### src/hw/rtl/keypad_number_entry_display_core_macros.svh
// ---------------------------------------------------------------------------
// keypad number entry display assertion macros
// clocked property checks on clk, with and without reset gating
// ---------------------------------------------------------------------------
`ifndef KEYPAD_NUMBER_ENTRY_DISPLAY_CORE_MACROS_SVH
`define KEYPAD_NUMBER_ENTRY_DISPLAY_CORE_MACROS_SVH

`ifndef SYNTHESIS

`define KNDE_ASSERT(lbl, prop) \
	lbl: assert property (@(posedge clk) disable iff (!arst_n) prop) \
		else $error("knde check failed");

`define KNDE_ASSERT_ALWAYS(lbl, prop) \
	lbl: assert property (@(posedge clk) prop) \
		else $error("knde check failed");

`else

`define KNDE_ASSERT(lbl, prop)
`define KNDE_ASSERT_ALWAYS(lbl, prop)

`endif

`endif

### src/hw/rtl/knde_pkg.sv
// ---------------------------------------------------------------------------
// knde_pkg
// shared types, key codes and constants of the keypad number entry core
// ---------------------------------------------------------------------------
`timescale 1ns / 1ps
`default_nettype none

package knde_pkg;

	localparam int DIGIT_COUNT_DEF = 8;
	localparam int VALUE_W         = 27;
	localparam int ADDR_W          = 4;
	localparam int DATA_W          = 4;
	localparam int RECIP_W         = 32;
	localparam int RECIP_SHIFT     = 35;

	localparam logic [RECIP_W-1:0] RECIP_TEN = 32'hCCCC_CCCD;

	localparam logic [ADDR_W-1:0] ADDR_NONE       = 4'h0;
	localparam logic [ADDR_W-1:0] ADDR_SCAN_LIMIT = 4'hB;

	localparam logic OP_START = 1'b0;
	localparam logic OP_KEY   = 1'b1;

	localparam logic [3:0] KEY_ADD2  = 4'd10;
	localparam logic [3:0] KEY_ADD1  = 4'd11;
	localparam logic [3:0] KEY_SUB1  = 4'd12;
	localparam logic [3:0] KEY_SUB2  = 4'd13;
	localparam logic [3:0] KEY_BACK  = 4'd14;
	localparam logic [3:0] KEY_ENTER = 4'd15;

	typedef struct packed {
		logic       operation;
		logic [3:0] key_code;
	} knde_in_t;

	typedef struct packed {
		logic [ADDR_W-1:0]  reg_addr;
		logic [DATA_W-1:0]  reg_data;
		logic [VALUE_W-1:0] entry_value;
		logic               entry_done;
		logic               last;
	} knde_out_t;

	typedef enum logic [2:0] {
		ST_IDLE,
		ST_EDIT_WAIT,
		ST_EDIT,
		ST_DIV,
		ST_DIGIT,
		ST_SCAN,
		ST_DONE
	} knde_state_t;

	typedef struct packed {
		logic start;
		logic close;
		logic take_key;
		logic edit;
		logic digit;
		logic scan;
		logic done;
	} knde_cmd_t;

	typedef struct packed {
		logic entry_open;
		logic work_zero;
		logic pos_last;
		logic out_free;
	} knde_status_t;

	function automatic logic [VALUE_W-1:0] max_value(input int digits);
		logic [VALUE_W-1:0] m;
		int                 i;
		m = VALUE_W'(1);
		for (i = 0; i < digits; i++) begin
			m = VALUE_W'(m * VALUE_W'(10));
		end
		return VALUE_W'(m - VALUE_W'(1));
	endfunction

endpackage

`default_nettype wire

### src/hw/rtl/knde_ctrl.sv
// ---------------------------------------------------------------------------
// knde_ctrl
// sequencer for accept, edit, digit extraction and display writes
// ---------------------------------------------------------------------------
`timescale 1ns / 1ps
`default_nettype none

module knde_ctrl import knde_pkg::*; (
	input  wire logic         clk,
	input  wire logic         arst_n,
	input  wire logic         key_valid,
	output logic              key_stall,
	input  wire knde_in_t     key,
	input  wire knde_status_t status,
	output knde_cmd_t         cmd
);

	knde_state_t state_q;
	knde_state_t state_next;

	always_ff @(posedge clk or negedge arst_n) begin
		if (!arst_n) begin
			state_q <= ST_IDLE;
		end else begin
			state_q <= state_next;
		end
	end

	always_comb begin
		state_next = state_q;
		cmd        = '0;
		key_stall  = 1'b1;
		unique case (state_q)
			ST_IDLE: begin
				key_stall = 1'b0;
				if (key_valid) begin
					if (key.operation == OP_START) begin
						cmd.start = 1'b1;
					end else if (status.entry_open) begin
						if (key.key_code == KEY_ENTER) begin
							cmd.close  = 1'b1;
							state_next = ST_DONE;
						end else begin
							cmd.take_key = 1'b1;
							state_next   = ST_EDIT_WAIT;
						end
					end
				end
			end
			ST_EDIT_WAIT: begin
				state_next = ST_EDIT;
			end
			ST_EDIT: begin
				cmd.edit   = 1'b1;
				state_next = ST_DIV;
			end
			ST_DIV: begin
				state_next = ST_DIGIT;
			end
			ST_DIGIT: begin
				if (status.out_free) begin
					cmd.digit = 1'b1;
					if (status.work_zero || status.pos_last) begin
						state_next = ST_SCAN;
					end else begin
						state_next = ST_DIV;
					end
				end
			end
			ST_SCAN: begin
				if (status.out_free) begin
					cmd.scan   = 1'b1;
					state_next = ST_IDLE;
				end
			end
			ST_DONE: begin
				if (status.out_free) begin
					cmd.done   = 1'b1;
					state_next = ST_IDLE;
				end
			end
			default: begin
				state_next = ST_IDLE;
			end
		endcase
	end

endmodule

`default_nettype wire

### config.mk
export PLATFORM = sky130hd
export DESIGN_NAME = knde_ctrl
export DESIGN_NICKNAME = d
export VERILOG_FILES = /design/src/hw/rtl/keypad_number_entry_display_core_macros.svh /design/src/hw/rtl/knde_pkg.sv /design/src/hw/rtl/knde_ctrl.sv
export SDC_FILE = /design/constraint.sdc
export NUM_CORES = 1
export LEC_CHECK = 0
export ABC_AREA = 1
export ABC_CLOCK_PERIOD_IN_PS = 2000
export BUFFER_PORTS_ARGS = -buffer_cell sky130_fd_sc_hd__buf_4
export CAP_MARGIN = 20
export CORE_AREA = 3 3 40 42
export CTS_BUF_LIST = sky130_fd_sc_hd__clkbuf_16
export DETAILED_ROUTE_END_ITERATION = 12
export DIE_AREA = 0 0 43 45
export HOLD_SLACK_MARGIN = 0.1
export SETUP_SLACK_MARGIN = 0.1
export SLEW_MARGIN = 20
export SYNTH_ARGS = -nofsm -noshare
export SYNTH_HDL_FRONTEND = slang
export SYNTH_SLANG_ARGS = --single-unit
### constraint.sdc
create_clock -name clk -period 2 [get_ports clk]
set_clock_uncertainty 0.1 [all_clocks]
set_input_delay 0.3 -clock clk [delete_from_list [all_inputs] [get_ports clk]]
set_output_delay 0.3 -clock clk [all_outputs]
set_load 0.03 [all_outputs]
# Yosys cells after proc, flatten, opt, wreduce, memory -nomap -nowiden
# Index checks and enable logic that the tools add are counted.
word_totals:
  register_bits: 3
  latch_bits: 0
  mem_bits_rw: 0
  rom_bits: 0
  in_bits: 12
  wordCells: 38
  memories: 0
classes:
  n_addsub: 0
  mul: 0
  div_mod_pow: 0
  order_cmp: 0
  eq_ne: 12
  shifts: 0
  muxes: 21
  bitwise_logic: 0
  reduce_logical: 4
op_table:
  columns: ["operator", "count"]
  rows:
  - ["3-bit 2-to-1 mux", 9]
  - ["3-bit case mux with 6 select lines", 1]
  - ["3-bit equality test, second input constant", 3]
  - ["1-bit 2-to-1 mux", 9]
  - ["2-bit inequality test, second input constant", 4]
  - ["3-bit by 2-bit equality test with 1-bit output, second input constant", 2]
  - ["5-bit AND reduction", 1]
  - ["4-bit equality test, second input constant", 1]
  - ["2-bit 2-to-1 mux", 2]
  - ["3-bit by 1-bit equality test with 1-bit output, second input constant", 1]
  - ["3-bit zero test", 1]
  - ["2-bit by 1-bit inequality test with 1-bit output, second input constant", 1]
  - ["2-bit OR reduction", 1]
  - ["1-bit logical OR", 1]

# Logic depth before layout (Yosys ltp)
depth:
  depth_word: 6
  depth_mapped: 7
  depth_no_buf: 7

# Worst setup path after synthesis
# No wires, ideal clock.
synth_timing:
  path_type: "reg-to-output"
  from: "register state_q[1]"
  to: "output cmd[6] in the netlist's numbering"
  arrival_ns: 1.613
  t_required_ns: 1.600
  slack_ns: -0.013
  stages_incl_launch_ff: 4
  path_cell_list: "dfrtp_1 > nor2_4 > nand2_1 > nor3b_1"
synth_lines:
  columns: ["element", "line", "source"]
  rows:
  - ["from (decl)", "knde_ctrl.sv:18", "knde_state_t state_q;"]
  - ["from (signal assigned)", "knde_ctrl.sv:25", "state_q <= state_next;"]
  - ["to (decl)", "knde_ctrl.sv:15", "output knde_cmd_t cmd"]

==> results_dict.tcl <==
set metrics [dict create \
    post_cts_resized 0 \
    synth_compound_area_share_pct 5.39 \
    worstPathRequired_ns 1.60 \
    drcViolationCount 0 \
    cts.sinks 3 \
    synth.mux.area_fraction_pct 0 \
    numPortBuffers 19 \
    grt_max_degree 11 \
    drt_wl_total_um 855 \
    vias_per_cell 4.36 \
    areaGrowthSynthToFinish_pct 84.6 \
    critPathMaxFanout 10 \
    crit_type "flop to output port" \
    min_period_over_period_pct 85.1 \
    root_buffer "clkbuf_16" \
    gp_congestion 0.790 \
    track_usage_pct 9.83 \
    die-area_um2 1940 \
    synthTopCellsByArea "dfrtp_1 25%, nand2_1 24%, nor2_1 8.7%" \
    rsz0062_at_grt "no" \
    yosys_warnings 0 \
    clk_latency_ns 0.22 \
    worstSetupEndpointType "output port" \
    postCtsSetupBuffers 0 \
    hold_viol 0 \
    top_regs "state_q x3" \
    power_per_cell_area_nw_per_um2 1570 \
    syn_nets 63 \
    dp.cells 85 \
    pwr-share-clk_pct 35.5 \
    power_switching_uw 369 \
    multi_input_area_um2 209 \
    synthSimpleGateAreaFrac_pct 62.2 \
    nFillCells 136 \
    ioPinCount 20 \
    synth-xor-area-share_pct 0 \
    core_um2 1280 \
    synth_ff_type "dfrtp_1" \
    grt_pass1_vias 377 \
    synth-edff-count 0 \
    yosysMostFrequentCell "nand2_1" \
    htreeDepth 1 \
    ys_types 15 \
    netlist_area_um2 302 \
    worstMarginPinSlew_ns 0.267 \
    vias 392 \
    synth_top_family_by_area "simple AND/OR/NAND/NOR gates" \
    largest_reg_flops 3 \
    fin_cells 90 \
    synthCells 51 \
    grt_first_pass_wirelength_um 1490 \
    p_sw_share_pct 42.3 \
    ir_drop_v 0.000373 \
    synth_fa_ha_area_share_pct 0 \
    netlist.top_cell.by_area "dfrtp_1" \
    run_status "complete, no violations" \
    clk_pin_slew_ns 0.03 \
    seq_power_share_pct 16.5 \
    initial_core_util_pct 23.5 \
    internal_power_uw 503 \
    max_freq_ghz 0.587 \
    drive_gt1_share_pct 37.3 \
    ant_nets 0 \
    cts_max_path_buffers 2 \
    dr.pass1.iters 5 \
    yosysSeqAreaShare_pct 24.9 \
    netlist.area_leader.share_pct 24.9 \
    regArea_um2 75.1 \
    drv_slew 0 \
    grt.overflow.total 0 \
    netlist_top_cells_count "19 x nand2_1, 7 x nor2_1, 5 x inv_1, 5 x nand3_1" \
    min_path_type "input port to async pin" \
    crit_arrival_ns 1.30 \
    async_flop_share_pct 100 \
    p_leak_uw 0.000301 \
    fp.dieW_um 43 \
    wl_per_cell_um 9.50 \
    die_h_um 45 \
    fin_setup_tns_ns 0 \
    antenna_cells 0 \
    combPwrFrac_pct 48.0 \
    largest_register "state_q" \
    postSynthAreaPerCell_um2 5.91 \
    maxSlewHeadroom_pct 82.0 \
    ys_ff_latch 3 \
    setup_violations 0 \
    dp_hpwl_um 642 \
    layout_min_cycle_time_ns 1.70 \
    ctsHoldBuffers 1 \
    final_nets 88 \
    row_count 13 \
    cp-start-kind "flop" \
    cts_made_buffers 3 \
    drtIter0Drc 9 \
    antenna_found_initial 0 \
    tritoncts "done" \
    drv_cap 0 \
]
[worst paths after layout]
check                      startpoint    endpoint  slack (ns)  depth (start not counted)
setup / recovery           state_q[2]      cmd[1]        0.30                          3
hold / removal                 arst_n  state_q[2]        0.32                          2
setup reg to reg           state_q[1]  state_q[0]        0.76                          6
hold reg to reg            state_q[0]  state_q[0]        0.52                          2
max in group asynchronous      arst_n  state_q[1]        1.38                          2
min in group clk            status[0]  state_q[2]        0.34                          4
[logic make-up after synthesis]
logic type | after synthesis
compound gates | 1
simple gates | 41
flops | 3
buf+inv | 6
[layer usage]
metal	global-route usage (%)	wire length, um	up-vias
met5	0	0	-
met4	3.61	0	0
met3	1.99	66	0
met2	17.1	409	13
met1	12.1	380	171
li1	-	-	208
[critical path: stages, from the launching register on]
cell     delay, ns
dfrtp_1       0.43
inv_2         0.12
nor4_1        0.31
buf_4         0.22
[cell type report]
cell class / count / share of cell area, %
multi-input combinational: 42 / 37.5
timing repair buffer: 20 / 27.4
sequential: 3 / 13.5
clock buffer: 3 / 13.5
inverter: 6 / 4.04
tap: 15 / 3.37
clock inverter: 1 / 0.674
[layout by cell type (no fill, tap or decap)]
cell type      count
nor4_1             1
or2_1              1
dlygate4sd3_1      1
dfrtp_1            3
nand3_1            5
inv_2              1
o21ai_4            1
inv_1              6
or2_0              1
nand2_1           19
nor3b_2            1
buf_4             19
nor2_4             1
nand2_2            1
nor2_1             7
clkbuf_16          3
nor3_1             3
nor2_2             1
[per-stage QoR]
| stage | instance area (um2) | hold slack (ns) | power (uW) | utilization [%] | worst slack [ns] |
|---|---|---|---|---|---|
| final | 557 | 0.324 | 872 | 43.3 | 0.297 |
| after global routing | 557 | 0.361 | 950 | 43.3 | 0.179 |
| after global placement | 468 | -0.00949 | 556 | 36.4 | 0.498 |
| after detailed placement | 468 | -0.0106 | 557 | 36.4 | 0.536 |
| after CTS | 557 | 0.324 | 877 | 43.3 | 0.299 |
| after floorplan | 307 | -0.0956 | 439 | - | 0.130 |
[power groups by stage]
stage	logic, uW	registers [uW]	clock network, uW
global placement	415	140	0
floorplan	311	128	0
detailed placement	416	141	0
CTS	421	143	314
global route	480	148	322
finish	419	144	310
(Power assumes the default switching activity.)
